--- config.mk ---
export PLATFORM = sky130hd
export DESIGN_NAME = key_press_classifier_core
export DESIGN_NICKNAME = d
export VERILOG_FILES = /design/src/rtl/kpc_pkg.sv /design/src/rtl/kpc_cell.sv /design/src/rtl/key_press_classifier_core.sv
export SDC_FILE = /design/constraint.sdc
export NUM_CORES = 1
export LEC_CHECK = 0
export BUFFER_PORTS_ARGS = -buffer_cell sky130_fd_sc_hd__buf_4
export CAP_MARGIN = 20
export CORE_MARGIN = 3
export CORE_UTILIZATION = 44
export CTS_CLUSTER_DIAMETER = 120
export DETAILED_ROUTE_END_ITERATION = 8
export PLACE_DENSITY = 0.65
export SLEW_MARGIN = 0
export SYNTH_ARGS = -nofsm -noshare
export SYNTH_HDL_FRONTEND = slang
export SYNTH_HIERARCHICAL = 1
export SYNTH_SLANG_ARGS = --single-unit
export TNS_END_PERCENT = 50
--- constraint.sdc ---
create_clock -name i_clk -period 4.49 [get_ports i_clk]
set_input_delay 0.898 -clock i_clk [delete_from_list [all_inputs] [get_ports i_clk]]
set_output_delay 0.898 -clock i_clk [all_outputs]
set_load 0.1 [all_outputs]
--- src/rtl/kpc_pkg.sv ---
`timescale 1ns / 1ps

package kpc_pkg;

    localparam int NUM_KEYS_DEF = 3;

    localparam int PIN_KEYS = 3;
    localparam int ADC_W    = 12;
    localparam int WIN_W    = PIN_KEYS * ADC_W;
    localparam int TICK_W   = 32;
    localparam int SPAN_W   = 31;

    localparam logic [SPAN_W-1:0]   DEBOUNCE_RST    = 31'd20;
    localparam logic [SPAN_W-1:0]   LONG_PRESS_RST  = 31'd1000;
    localparam logic [PIN_KEYS-1:0] LADDER_MASK_RST = 3'd6;
    localparam logic [WIN_W-1:0]    WIN_LOWS_RST    = 36'h0003E8000;
    localparam logic [WIN_W-1:0]    WIN_HIGHS_RST   = 36'h0C8BB8000;

    localparam logic [1:0] EV_NONE  = 2'd0;
    localparam logic [1:0] EV_SHORT = 2'd1;
    localparam logic [1:0] EV_LONG  = 2'd2;

    typedef enum logic [2:0] {
        CFG_DEBOUNCE    = 3'd0,
        CFG_LONG_PRESS  = 3'd1,
        CFG_LADDER_MASK = 3'd2,
        CFG_WIN_LOWS    = 3'd3,
        CFG_WIN_HIGHS   = 3'd4
    } t_cfg_idx;

    typedef enum logic [4:0] {
        PH_IDLE      = 5'b00001,
        PH_PRESSING  = 5'b00010,
        PH_PRESSED   = 5'b00100,
        PH_LONG      = 5'b01000,
        PH_RELEASING = 5'b10000
    } t_phase;

    typedef struct packed {
        logic [TICK_W-1:0]   now_ticks;
        logic [PIN_KEYS-1:0] pin_levels;
        logic [ADC_W-1:0]    adc_average;
        logic                adc_valid;
    } t_in_item;

    typedef struct packed {
        logic [1:0] pin_event;
        logic [1:0] pin_event_key;
        logic [1:0] ladder_event;
        logic [1:0] ladder_event_key;
    } t_out_item;

    typedef struct packed {
        logic [SPAN_W-1:0]   debounce_ticks;
        logic [SPAN_W-1:0]   long_press_ticks;
        logic [PIN_KEYS-1:0] ladder_key_mask;
        logic [WIN_W-1:0]    window_lows;
        logic [WIN_W-1:0]    window_highs;
    } t_cfg;

    // scan token handed from cell to cell
    typedef struct packed {
        logic                valid;
        logic [TICK_W-1:0]   now_ticks;
        logic [PIN_KEYS-1:0] pin_levels;
        logic [ADC_W-1:0]    adc_average;
        logic                adc_valid;
        logic                pin_done;
        logic                lad_done;
        t_out_item           res;
    } t_scan;

endpackage

--- src/rtl/kpc_cell.sv ---
`timescale 1ns / 1ps

module kpc_cell
    import kpc_pkg::*;
#(
    parameter int NUM_KEYS = NUM_KEYS_DEF,
    parameter int KEY_IDX  = 0,
    localparam int KW      = (NUM_KEYS > 1) ? $clog2(NUM_KEYS) : 1
) (
    input  logic          i_clk,
    input  logic          i_rst_n,
    input  t_cfg          i_cfg,
    input  t_scan         i_tok,
    input  logic [KW-1:0] i_last,
    output t_scan         o_tok,
    output logic [KW-1:0] o_last
);

    localparam logic [KW-1:0] K_ID  = KW'(KEY_IDX);
    localparam logic [1:0]    K_OUT = 2'(KEY_IDX);

    t_phase            r_phase, n_phase;
    logic [TICK_W-1:0] r_start, n_start;
    t_scan             r_tok, n_tok;
    logic [KW-1:0]     r_last, n_last;

    logic              w_is_lad;
    logic              w_pin_down;
    logic [ADC_W-1:0]  w_lo, w_hi;
    logic              w_in_win;
    logic [TICK_W-1:0] w_db_d, w_lp_d;
    logic              w_db_el, w_lp_el;
    logic              w_step, w_down;
    logic [1:0]        w_ev;

    // keys past the pin field read pressed, are pin keys and have window [0,0]
    generate
        if (KEY_IDX < PIN_KEYS) begin : g_field
            assign w_is_lad   = i_cfg.ladder_key_mask[KEY_IDX];
            assign w_pin_down = ~i_tok.pin_levels[KEY_IDX];
            assign w_lo       = i_cfg.window_lows[KEY_IDX*ADC_W +: ADC_W];
            assign w_hi       = i_cfg.window_highs[KEY_IDX*ADC_W +: ADC_W];
        end else begin : g_nofield
            assign w_is_lad   = 1'b0;
            assign w_pin_down = 1'b1;
            assign w_lo       = '0;
            assign w_hi       = '0;
        end
    endgenerate

    assign w_in_win = (i_tok.adc_average >= w_lo) && (i_tok.adc_average <= w_hi);

    // wrap-aware elapsed test: sign of start + span - now
    assign w_db_d  = r_start + {1'b0, i_cfg.debounce_ticks} - i_tok.now_ticks;
    assign w_lp_d  = r_start + {1'b0, i_cfg.long_press_ticks} - i_tok.now_ticks;
    assign w_db_el = w_db_d[TICK_W-1];
    assign w_lp_el = w_lp_d[TICK_W-1];

    always_comb begin
        n_tok   = i_tok;
        n_last  = i_last;
        n_phase = r_phase;
        n_start = r_start;
        w_step  = 1'b0;
        w_down  = 1'b0;
        w_ev    = EV_NONE;

        if (i_tok.valid) begin
            if (!w_is_lad) begin
                if (!i_tok.pin_done) begin
                    w_step = 1'b1;
                    w_down = w_pin_down;
                end
            end else if (i_tok.adc_valid && !i_tok.lad_done) begin
                // another ladder key came down: take it over and end the ladder scan
                if (w_in_win && (i_last != K_ID)) begin
                    n_last       = K_ID;
                    n_tok.lad_done = 1'b1;
                end else begin
                    w_step = 1'b1;
                    w_down = w_in_win;
                end
            end
        end

        if (w_step) begin
            unique case (r_phase)
                PH_IDLE: begin
                    if (w_down) begin
                        n_phase = PH_PRESSING;
                        n_start = i_tok.now_ticks;
                    end
                end
                PH_PRESSING: begin
                    if (w_down && w_db_el) begin
                        n_phase = PH_PRESSED;
                        n_start = i_tok.now_ticks;
                    end
                end
                PH_PRESSED: begin
                    if (w_down) begin
                        if (w_lp_el) begin
                            n_phase = PH_LONG;
                            w_ev    = EV_LONG;
                        end
                    end else begin
                        n_phase = PH_RELEASING;
                        n_start = i_tok.now_ticks;
                    end
                end
                PH_LONG: begin
                    if (!w_down && w_db_el) begin
                        n_phase = PH_IDLE;
                    end
                end
                PH_RELEASING: begin
                    if (!w_down && w_db_el) begin
                        n_phase = PH_IDLE;
                        w_ev    = EV_SHORT;
                    end
                end
                default: begin
                    n_phase = r_phase;
                end
            endcase
        end

        if (w_ev != EV_NONE) begin
            if (w_is_lad) begin
                n_tok.lad_done             = 1'b1;
                n_tok.res.ladder_event     = w_ev;
                n_tok.res.ladder_event_key = K_OUT;
            end else begin
                n_tok.pin_done          = 1'b1;
                n_tok.res.pin_event     = w_ev;
                n_tok.res.pin_event_key = K_OUT;
            end
        end
    end

    always_ff @(posedge i_clk) begin
        if (!i_rst_n) begin
            r_phase <= PH_IDLE;
            r_start <= '0;
            r_tok   <= '0;
            r_last  <= '0;
        end else begin
            r_phase <= n_phase;
            r_start <= n_start;
            r_tok   <= n_tok;
            r_last  <= n_last;
        end
    end

    assign o_tok  = r_tok;
    assign o_last = r_last;

endmodule

--- src/rtl/key_press_classifier_core.sv ---
`timescale 1ns / 1ps

// Key press classifier. Each scan request carries the tick count, the pin
// levels and an averaged ladder ADC reading; for every request exactly one
// result comes back with at most one pin key event and one ladder key event
// (short or long press) and the key that raised it. Each key has a debounce
// phase machine living in its own cell; a scan token walks the row of cells,
// one cell per clock, from the input register to a holding stage and the
// output register, and a new request is taken only once the previous result
// has left the holding stage. Timing registers are 31-bit tick spans and
// tests are wrap-aware on the 32-bit tick count. Configuration must be
// written only while no scan is in flight; the block does not enforce this.

module key_press_classifier_core
    import kpc_pkg::*;
#(
    parameter int NUM_KEYS = NUM_KEYS_DEF
) (
    input  logic        i_clk,
    input  logic        i_rst_n,
    input  logic        i_in_valid,
    output logic        o_in_stall,
    input  t_in_item    i_in_data,
    output logic        o_out_valid,
    input  logic        i_out_stall,
    output t_out_item   o_out_data,
    input  logic        i_cfg_valid,
    output logic        o_cfg_ready,
    input  logic [2:0]  i_cfg_index,
    input  logic [WIN_W-1:0] i_cfg_data
);

    localparam int KW = (NUM_KEYS > 1) ? $clog2(NUM_KEYS) : 1;

    t_cfg          r_cfg;
    t_scan         r_tok, n_tok;
    logic [KW-1:0] r_last_key;
    logic          r_busy;
    t_out_item     r_pend;
    logic          r_pend_valid;
    t_out_item     r_out;
    logic          r_out_valid;

    t_scan         w_tok  [0:NUM_KEYS];
    logic [KW-1:0] w_last [0:NUM_KEYS];
    logic          w_in_acc;
    logic          w_pend_move;

    assign w_in_acc    = i_in_valid && !r_busy;
    assign w_pend_move = r_pend_valid && (!r_out_valid || !i_out_stall);
    assign o_in_stall  = r_busy;
    assign o_cfg_ready = 1'b1;

    always_ff @(posedge i_clk) begin
        if (!i_rst_n) begin
            r_cfg.debounce_ticks   <= DEBOUNCE_RST;
            r_cfg.long_press_ticks <= LONG_PRESS_RST;
            r_cfg.ladder_key_mask  <= LADDER_MASK_RST;
            r_cfg.window_lows      <= WIN_LOWS_RST;
            r_cfg.window_highs     <= WIN_HIGHS_RST;
        end else if (i_cfg_valid) begin
            unique case (i_cfg_index)
                CFG_DEBOUNCE:    r_cfg.debounce_ticks   <= i_cfg_data[SPAN_W-1:0];
                CFG_LONG_PRESS:  r_cfg.long_press_ticks <= i_cfg_data[SPAN_W-1:0];
                CFG_LADDER_MASK: r_cfg.ladder_key_mask  <= i_cfg_data[PIN_KEYS-1:0];
                CFG_WIN_LOWS:    r_cfg.window_lows      <= i_cfg_data;
                CFG_WIN_HIGHS:   r_cfg.window_highs     <= i_cfg_data;
                default: begin
                end
            endcase
        end
    end

    always_comb begin
        n_tok             = '0;
        n_tok.valid       = w_in_acc;
        n_tok.now_ticks   = i_in_data.now_ticks;
        n_tok.pin_levels  = i_in_data.pin_levels;
        n_tok.adc_average = i_in_data.adc_average;
        n_tok.adc_valid   = i_in_data.adc_valid;
        n_tok.res         = '{EV_NONE, 2'd0, EV_NONE, 2'd0};
    end

    always_ff @(posedge i_clk) begin
        if (!i_rst_n) begin
            r_tok <= '0;
        end else begin
            r_tok <= n_tok;
        end
    end

    assign w_tok[0]  = r_tok;
    assign w_last[0] = r_last_key;

    generate
        for (genvar g = 0; g < NUM_KEYS; g++) begin : g_cell
            kpc_cell #(
                .NUM_KEYS (NUM_KEYS),
                .KEY_IDX  (g)
            ) u_cell (
                .i_clk   (i_clk),
                .i_rst_n (i_rst_n),
                .i_cfg   (r_cfg),
                .i_tok   (w_tok[g]),
                .i_last  (w_last[g]),
                .o_tok   (w_tok[g+1]),
                .o_last  (w_last[g+1])
            );
        end
    endgenerate

    // scan end holds the result until the output register frees up
    always_ff @(posedge i_clk) begin
        if (!i_rst_n) begin
            r_busy       <= 1'b0;
            r_pend_valid <= 1'b0;
            r_out_valid  <= 1'b0;
            r_last_key   <= '0;
        end else begin
            if (w_in_acc) begin
                r_busy <= 1'b1;
            end else if (w_pend_move) begin
                r_busy <= 1'b0;
            end

            if (w_tok[NUM_KEYS].valid) begin
                r_pend_valid <= 1'b1;
                r_last_key   <= w_last[NUM_KEYS];
            end else if (w_pend_move) begin
                r_pend_valid <= 1'b0;
            end

            if (w_pend_move) begin
                r_out_valid <= 1'b1;
            end else if (!i_out_stall) begin
                r_out_valid <= 1'b0;
            end
        end
    end

    always_ff @(posedge i_clk) begin
        if (w_tok[NUM_KEYS].valid) begin
            r_pend <= w_tok[NUM_KEYS].res;
        end
        if (w_pend_move) begin
            r_out <= r_pend;
        end
    end

    assign o_out_valid = r_out_valid;
    assign o_out_data  = r_out;

endmodule
* After elaboration in Yosys (flattened, before gate mapping)
Index checks and enable logic that the tools add are counted.
** Operators by class
- Order comparisons :: 6
- Bitwise logic cells :: 3
- Equal/unequal tests :: 37
- Reductions and logical operators :: 54
- Add/sub/neg operators :: 12
- Multiplexer cells :: 113
** Operators with widths (number)
- 32-bit 2-to-1 mux :: 9
- 32-bit one-hot mux with 3 select lines :: 3
- 32-bit by 31-bit adder with 32-bit output :: 6
- 32-bit subtractor :: 6
- 5-bit 2-to-1 mux :: 15
- 5-bit one-hot mux with 4 select lines :: 3
- 1-bit 2-to-1 mux :: 50
- 2-bit 2-to-1 mux :: 21
- 12-bit greater-or-equal comparator :: 3
- 12-bit less-or-equal comparator :: 3
- 4-bit 2-to-1 mux :: 6
- 2-bit by 1-bit inequality test with 1-bit output, second input constant :: 11
- 10-bit 2-to-1 mux :: 2
- 6-bit AND reduction :: 3
- 1-bit logical AND :: 17
- 5-bit by 1-bit == test with 1-bit output, second input constant :: 3
- 5-bit by 2-bit == test with 1-bit output, second input constant :: 3
- 5-bit by 3-bit == test with 1-bit output, second input constant :: 3
- 5-bit by 4-bit == test with 1-bit output, second input constant :: 3
- 5-bit == test, second input constant :: 3
- 5-bit AND reduction :: 3
- 2-bit one-hot mux with 2 select lines :: 3
- 2-bit nonzero test :: 6
- 4-bit nonzero test :: 3
- 13 further kinds :: 37
** Storage, ports and cells
- Logic and storage cells :: 289
- Input port bits :: 92
- Output and inout bits :: 11
- Flip-flop bits (word level) :: 461

* Longest topological paths before layout
Gate-level depths: netlist of the first run.
- Depth after elaboration :: 14
- Gate-level depth with buffers :: 14
- Gate-level depth less buffers :: 13

* Hierarchy
The synthesis of the first run kept the hierarchy.
** Modules (own cells, without submodules)
- key_press_classifier_core :: cells an instance 653, seq. area each 4304.1 um2, area each 7199.4 um2, times used 1
- kpc_cell at g_cell[1].u_cell :: cells an instance 774, seq. area each 1961.9 um2, area each 6950.4 um2, times used 1
- kpc_cell at g_cell[2].u_cell :: cells an instance 726, seq. area each 1961.9 um2, area each 6880.3 um2, times used 1
- kpc_cell at g_cell[0].u_cell :: cells an instance 728, seq. area each 1961.9 um2, area each 6850.3 um2, times used 1

* Worst setup path before layout of the first run
OpenSTA, ideal clock, no wires.
- Path type :: register to register
- From :: reg r_cfg[108] (netlist bit)
- To :: reg g_cell[0].u_cell.r_start[10]
- Setup slack :: 1.115 ns
- Path buffers :: 1
- Clock period less this slack :: 3.375 ns
- Data required time :: 4.362 ns
- Stages on the path, launching flop included :: 15
- Setup time :: 0.128 ns
- Data arrival time :: 3.247 ns
- Path through :: dfxtp_1 > inv_1 > fa_1 > inv_1 > ha_1 > a21oi_1 > a21o_1 > a311oi_1 > o311a_2 > a211oi_4 > nor2_2 > a2111oi_4 > buf_6 > mux2i_1 > nor2_1
** Between the ends
- Word-level cells in the longest chain between the ends :: 5
** Ends and longest elaborated chain
- start, declared :: RTL line key_press_classifier_core.sv:35 : t_cfg r_cfg;
- 32-bit by 31-bit adder with 32-bit output :: RTL line kpc_cell.sv:54 : assign w_db_d = r_start + {1'b0, i_cfg.debounce_ticks} - i_tok.now_ticks;
- 32-bit subtractor :: RTL line kpc_cell.sv:54
- 1-bit logical AND :: RTL line kpc_cell.sv:95 : if (w_down && w_db_el) begin
- 2-bit by 1-bit inequality test with 1-bit output (no source line)
- 5-bit AND reduction (no source line)
- end signal, assigned :: RTL line kpc_cell.sv:149 : r_start <= n_start;
- end, declared :: RTL line kpc_cell.sv:23 : logic [TICK_W-1:0] r_start, n_start;
No other way between the ends.
A chain may end at the register's enable or synchronous reset.

* Worst setup path in the final report of the first run
- From :: reg r_cfg[134] (netlist bit)
- To :: reg g_cell[2].u_cell.r_start[1]
** Between the ends
- Word-level cells in the longest chain between the ends :: 5
** Ends and longest elaborated chain (RTL line)
- 32-bit by 31-bit adder with 32-bit output :: kpc_cell.sv:54
- 32-bit subtractor :: kpc_cell.sv:54
- 1-bit logical AND :: kpc_cell.sv:95
- 2-bit by 1-bit inequality test with 1-bit output (no source line)
- 5-bit AND reduction (no source line)
- end signal, assigned :: kpc_cell.sv:149
- end, declared :: kpc_cell.sv:23
No other way between the ends.

==> reports/metrics.yaml, run 1 <==
outcome: "completed"
maximum_number_of_pins_on_one_net_before_global_route_repair: 162
slew_headroom_pct: 28.7
port-buffer-count: 101
avgRoutedWirePerCell_um: 17.7
firstDrtPassIters: 5
root_buffer: "clkbuf_16"
cts_max_path_buffers: 3
setup_tns_ns: 0
finalPower_mw: 9.51
filler_cell_count: 5416
floorplan.core_area_sq_mm: 0.0594
synth_area_per_cell_sq_um: 9.57
worstPathCellList: "inv_1, fa_1, inv_1, ha_1, nand4_1, nor4_2, o311a_1, nor3_1, or3b_1, nand4_4, buf_4, mux2i_1, nor2_1"
ant_nets: 0
synth-warning-count: 6
via_per_inst: 5.09
worstPathMaxFanout: 16
finalSetupViolCount: 0
dp.final_hpwl_um: 51200
final_util_pct: 50.2
post-place-ws_ns: -0.0807
leakage_nw: 13.7
placement_rows: 89
gp_congestion: 0.909
timing_max_transition_violations_final: 0
drc_errors: 0
die_height_um: 251
initial_utilization_pct: 44.7
worst-endpoint-arrival_ns: 4.67
die-width_um: 251
routed_wl_um: 65400
cts.reportedPaths.clkPinSlew_ns: 0.06
cts_tree: "done"
stdcell_count: 3686
fin_nets: 3397
highest_achievable_clock_rate_ghz: 0.238
maxCapViolCount: 0
startpoint_type: "flop"
initialDrtViolationCount: 905
fin_crit_sh_pct: 93.5
slew_at_the_pin_closest_to_its_max_slew_limit_ns: 1.07
grt_setup_unrepaired: "false"
final_area_sq_mm: 0.0298
power-per-cell-area_mw_per_mm2: 319
placed_area_sq_mm: 0.0280
grt-ovfl-total: 0
layout-drive-gt1-share_pct: 8.04
worst_hold_slack_ns: 0.403
required_ns: 4.96
worst-setup-path-type: "reg -> reg"
cts_sinks: 448
max-vdd-ir-drop_v: 0.000271
cts_buffer_count: 50
clock-skew-final_ns: 0.0233
number_of_buffers_added_to_fix_hold_violations_after_cts: 0
num_io_pins: 103
insertion_delay_ns: 0.61
antenna_found_initial: 2
post-route-min-period_ns: 4.20
mapped_cell_area_sq_mm: 0.0265
timing.hold.worst.class: "reg -> reg"
finalHoldViolCount: 0
grt.total_usage_pct: 21.0
worst_setup_path_end_kind: "flop"
areaGrowthSynthToFinish_pct: 12.4
crit_slowest_cell: "nor4_2"
grt_pass1_vias: 19800
critical_path.most_common_cell: "inv_1"
clock_tree.htree_level_count: 2
post_synthesis_instance_total: 2771
routed-via-count: 18800
dieArea_sq_mm: 0.0632
setup_slack_ns: 0.290
first_pass_grt_wire_length_um: 105000
dp_cells: 3590
critical_path.max_stage_delay_ns: 0.70
==> final timing paths <==
path	from	end	slack, ns	depth (start not counted)
setup / recovery	r_cfg[134]	g_cell[2].u_cell/r_start[1]	0.29	13
hold reg to reg	g_cell[2].u_cell/o_tok[6]	r_pend[6]	0.40	0
hold / removal	g_cell[2].u_cell/o_tok[6]	r_pend[6]	0.40	0
setup reg to reg	r_cfg[134]	g_cell[2].u_cell/r_start[1]	0.29	13
==> power breakdown <==
| part | switching, mW | leakage [nW] | internal [mW] |
|---|---|---|---|
| sequential | 0.100 | 3.66 | 4.09 |
| combinational | 0.616 | 9.21 | 0.421 |
| clock | 1.76 | 0.843 | 2.52 |
| total | 2.48 | 13.7 | 7.03 |
==> flip-flops by register name, summed over array words and instances (netlist names) <==
name	flops
r_cfg	137
r_last_key	2
g_cell.u_cell/r_start	96
r_pend_valid	1
o_out_valid	1
o_out_data	8
o_in_stall	1
g_cell.u_cell/o_last	6
g_cell.u_cell/o_tok	124
r_pend	8
g_cell.u_cell/r_phase	15
r_tok	49
==> placed cells by master (no fill, tap or decap), types with 48 or more instances in the layout <==
cell type	count
ha_1	255
fa_1	180
buf_4	116
nor2_1	139
nand4_1	51
clkbuf_16	50
nor2b_1	59
nand2_1	288
mux2i_1	241
and2_1	99
dfxtp_1	432
inv_1	486
o21ai_0	48
a21oi_1	120
==> final cells by class <==
class / instances / area [sq um] / area share, %
multi-input combinational: 1759 / 15200 / 50.9
sequential: 448 / 9130 / 30.6
inverter: 489 / 1840 / 6.16
clock buffer: 65 / 1370 / 4.59
timing repair buffer: 122 / 986 / 3.31
tap: 773 / 967 / 3.25
clock inverter: 29 / 354 / 1.19
antenna: 1 / 2.50 / 0.00840
==> timing repair <==
item | CTS | global route
setup buffers | 0 | 0
endpoints found under the hold margin | 0 | 0
setup endpoints to repair | 32 | 0
resized for setup | 1 | 0
==> critical path, delay by kind of cell (launching register included) <==
family | cells | cell delay [ns]
AOI/OAI and AO/OA | 1 | 0.45
adders and majority gates | 2 | 0.83
buffers and inverters | 3 | 0.49
DFF | 1 | 0.39
muxes | 1 | 0.26
and+or+nand+nor | 6 | 1.62
==> layer usage <==
| layer | global-route usage, % | up-vias | wire (um) |
|---|---|---|---|
| met2 | 34.6 | 370 | 30100 |
| met4 | 11.0 | 2 | 3690 |
| met5 | 0 | - | 11 |
| met3 | 2.97 | 142 | 2770 |
| li1 | - | 9194 | - |
| met1 | 26.9 | 9061 | 28800 |
No activity file was read; power rests on OpenSTA's default activity.
==> run 2, diff against run 1 <==
--- a/config.mk
+++ b/config.mk
@@ -5,6 +5,7 @@
 export SDC_FILE = /design/constraint.sdc
 export NUM_CORES = 1
 export LEC_CHECK = 0
+export ABC_AREA = 1
 export BUFFER_PORTS_ARGS = -buffer_cell sky130_fd_sc_hd__buf_4
 export CAP_MARGIN = 20
 export CORE_MARGIN = 3
==> run 2 against run 1 <==
Against the previous run:
- combinational power is 30% higher
- critical path depth up 4
- hold slack gained 0.0044 ns
- worst setup slack improved by 0.56 ns
- via count is 15% higher
- fmax grew 15%
- register-to-register slack better by 0.56 ns
- critical path type unchanged
==> reports/metrics.yaml, run 2 <==
port-buffer-count: 101
root_buffer: "clkbuf_16"
slew_at_the_pin_closest_to_its_max_slew_limit_ns: 1.02
grt_setup_unrepaired: "false"
timing_max_transition_violations_final: 0
cts_sinks: 448
drc_errors: 0
worst-endpoint-arrival_ns: 4.15
synth_area_per_cell_sq_um: 7.64
regToRegStartpoint: "r_cfg[108]"
hold-path-cell-count: 0
mapped_cell_area_sq_mm: 0.0274
fin_nets: 4202
post_synthesis_instance_total: 3589
initialDrtViolationCount: 1451
leakage_nw: 15.8
worst_setup_path_end_kind: "flop"
layout-drive-gt1-share_pct: 7.75
finalHoldViolCount: 0
post-route-min-period_ns: 3.64
cts.reportedPaths.clkPinSlew_ns: 0.06
dieArea_sq_mm: 0.0653
grt.total_usage_pct: 21.6
max-vdd-ir-drop_v: 0.000294
postCtsResizedCells: 0
floorplan.core_area_sq_mm: 0.0610
final_common_cell: "inv_1"
maximum_number_of_pins_on_one_net_before_global_route_repair: 135
power-per-cell-area_mw_per_mm2: 327
timing.hold.worst.class: "reg -> reg"
synth-warning-count: 6
highest_achievable_clock_rate_ghz: 0.275
areaGrowthSynthToFinish_pct: 12.4
finalSetupViolCount: 0
startpoint_type: "flop"
ant_nets: 0
post_cts.repair.setup_buffers: 0
cts_tree: "done"
final_util_pct: 50.5
max_flop_register: "r_cfg"
routed-via-count: 21500
num_io_pins: 103
first_pass_grt_wire_length_um: 113000
cts_max_path_buffers: 3
clock-skew-final_ns: 0.0295
insertion_delay_ns: 0.60
initial_utilization_pct: 44.9
rrSetupSlack_ns: 0.85
cts_buffer_count: 51
filler_cell_count: 6049
regToRegEndpoint: "g_cell[2].u_cell/r_start[31]"
required_ns: 5.00
placement_rows: 90
antenna_found_initial: 0
die-width_um: 256
worst-setup-path-type: "reg -> reg"
number_of_buffers_added_to_fix_hold_violations_after_cts: 0
via_per_inst: 4.73
maxCapViolCount: 0
grt_pass1_vias: 21500
antennaDiodeCount: 0
firstDrtPassIters: 5
fin_crit_sh_pct: 81.1
hold_path_endpoint: "r_pend[4]"
setup_tns_ns: 0
grt-ovfl-total: 0
avgRoutedWirePerCell_um: 15.3
largest_register_ffs: 137
die_height_um: 256
layout.cells.most_common_list: "776 x inv_1, 693 x nand2_1, 520 x nor2_1"
routed_wl_um: 69700
outcome: "completed"
worstPathMaxFanout: 32
rr_worst_depth: 17
slew_headroom_pct: 31.9
clock_tree.htree_level_count: 2
gp_congestion: 0.877
dp.final_hpwl_um: 52700
min-delay-start: "g_cell[2].u_cell/o_tok[4]"
-- run 2: cell count changes in the layout (fill, tap and decap cells not counted), sizes merged, moves of 101 or more --
cell | before | now
mux2i | 241 | 0
nand2 | 288 | 712
inv | 492 | 786
and2 | 101 | 0
nand3 | 32 | 232
nor2 | 140 | 537
-- run 2: worst max-delay path by stage --
stage,startpoint,endpoint,slack [ns],depth (start not counted)
final,r_cfg[108],g_cell[2].u_cell/r_start[31],0.85,17
after CTS,r_cfg[108],g_cell[2].u_cell/r_start[31],0.87,17
after global routing,r_cfg[108],g_cell[2].u_cell/r_start[17],0.60,17
after floorplan,r_cfg[128],g_cell[1].u_cell/r_start[15],1.92,15
after global placement,r_cfg[108],g_cell[2].u_cell/r_start[28],0.97,17
after detailed placement,r_cfg[108],g_cell[2].u_cell/r_start[20],0.92,17
-- run 2: area by class of cell --
class                   count  area [sq um]  share of cell area, %
clock inverters            21           298                  0.967
flip-flops and latches    448          9130                   29.6
multi-input cells        2260         14800                   48.1
repair buffers            127          1020                   3.32
inverters                 787          2960                   9.60
clock buffers              73          1530                   4.98
well taps                 828          1040                   3.36
-- run 2: stage by stage --
step | total power [mW] | instances | instance area [sq um] | setup WS (ns) | hold slack (ns)
final | 10.1 | 4544 | 30800 | 0.848 | 0.407
after global routing | 10.6 | 4544 | 30800 | 0.598 | 0.414
after CTS | 10.2 | 4544 | 30800 | 0.872 | 0.407
after detailed placement | 5.66 | 4450 | 29000 | 0.920 | 0.396
after global placement | 5.65 | 4450 | 29000 | 0.969 | 0.389
after floorplan | 5.19 | 3599 | 27500 | 1.92 | 0.386
-- run 2: routing by layer --
metal  part of all wire (%)  vias to the layer above  track usage [%]  routed length, um
met1                     46                     9884             28.6              32000
met2                     45                      460             36.0              31700
met4                    3.7                        0             8.22               2590
li1                       -                    11000                -                  -
met3                    4.9                      134             2.96               3380
met5                      0                        -                0                  0
-- run 2: power breakdown --
group          switching [mW]  total (mW)  internal [mW]
clock network            1.73        4.50           2.77
logic                   0.855        1.35          0.494
registers               0.121        4.23           4.11
total                    2.71        10.1           7.38
-- run 2: worst max-delay path: stages, from the launching register on --
cell and delay (ns):
dfxtp_1 0.37, inv_1 0.08, fa_1 0.53, inv_1 0.07, ha_1 0.31, a21oi_1 0.14
nand2_1 0.10, nand2_1 0.09, nand2_1 0.12, nand2_1 0.09, nand2_1 0.15, nand2_1 0.20
nand3_1 0.16, nand3_2 0.14, nand3_4 0.26, inv_4 0.50, nor2_1 0.08, nor2_1 0.14
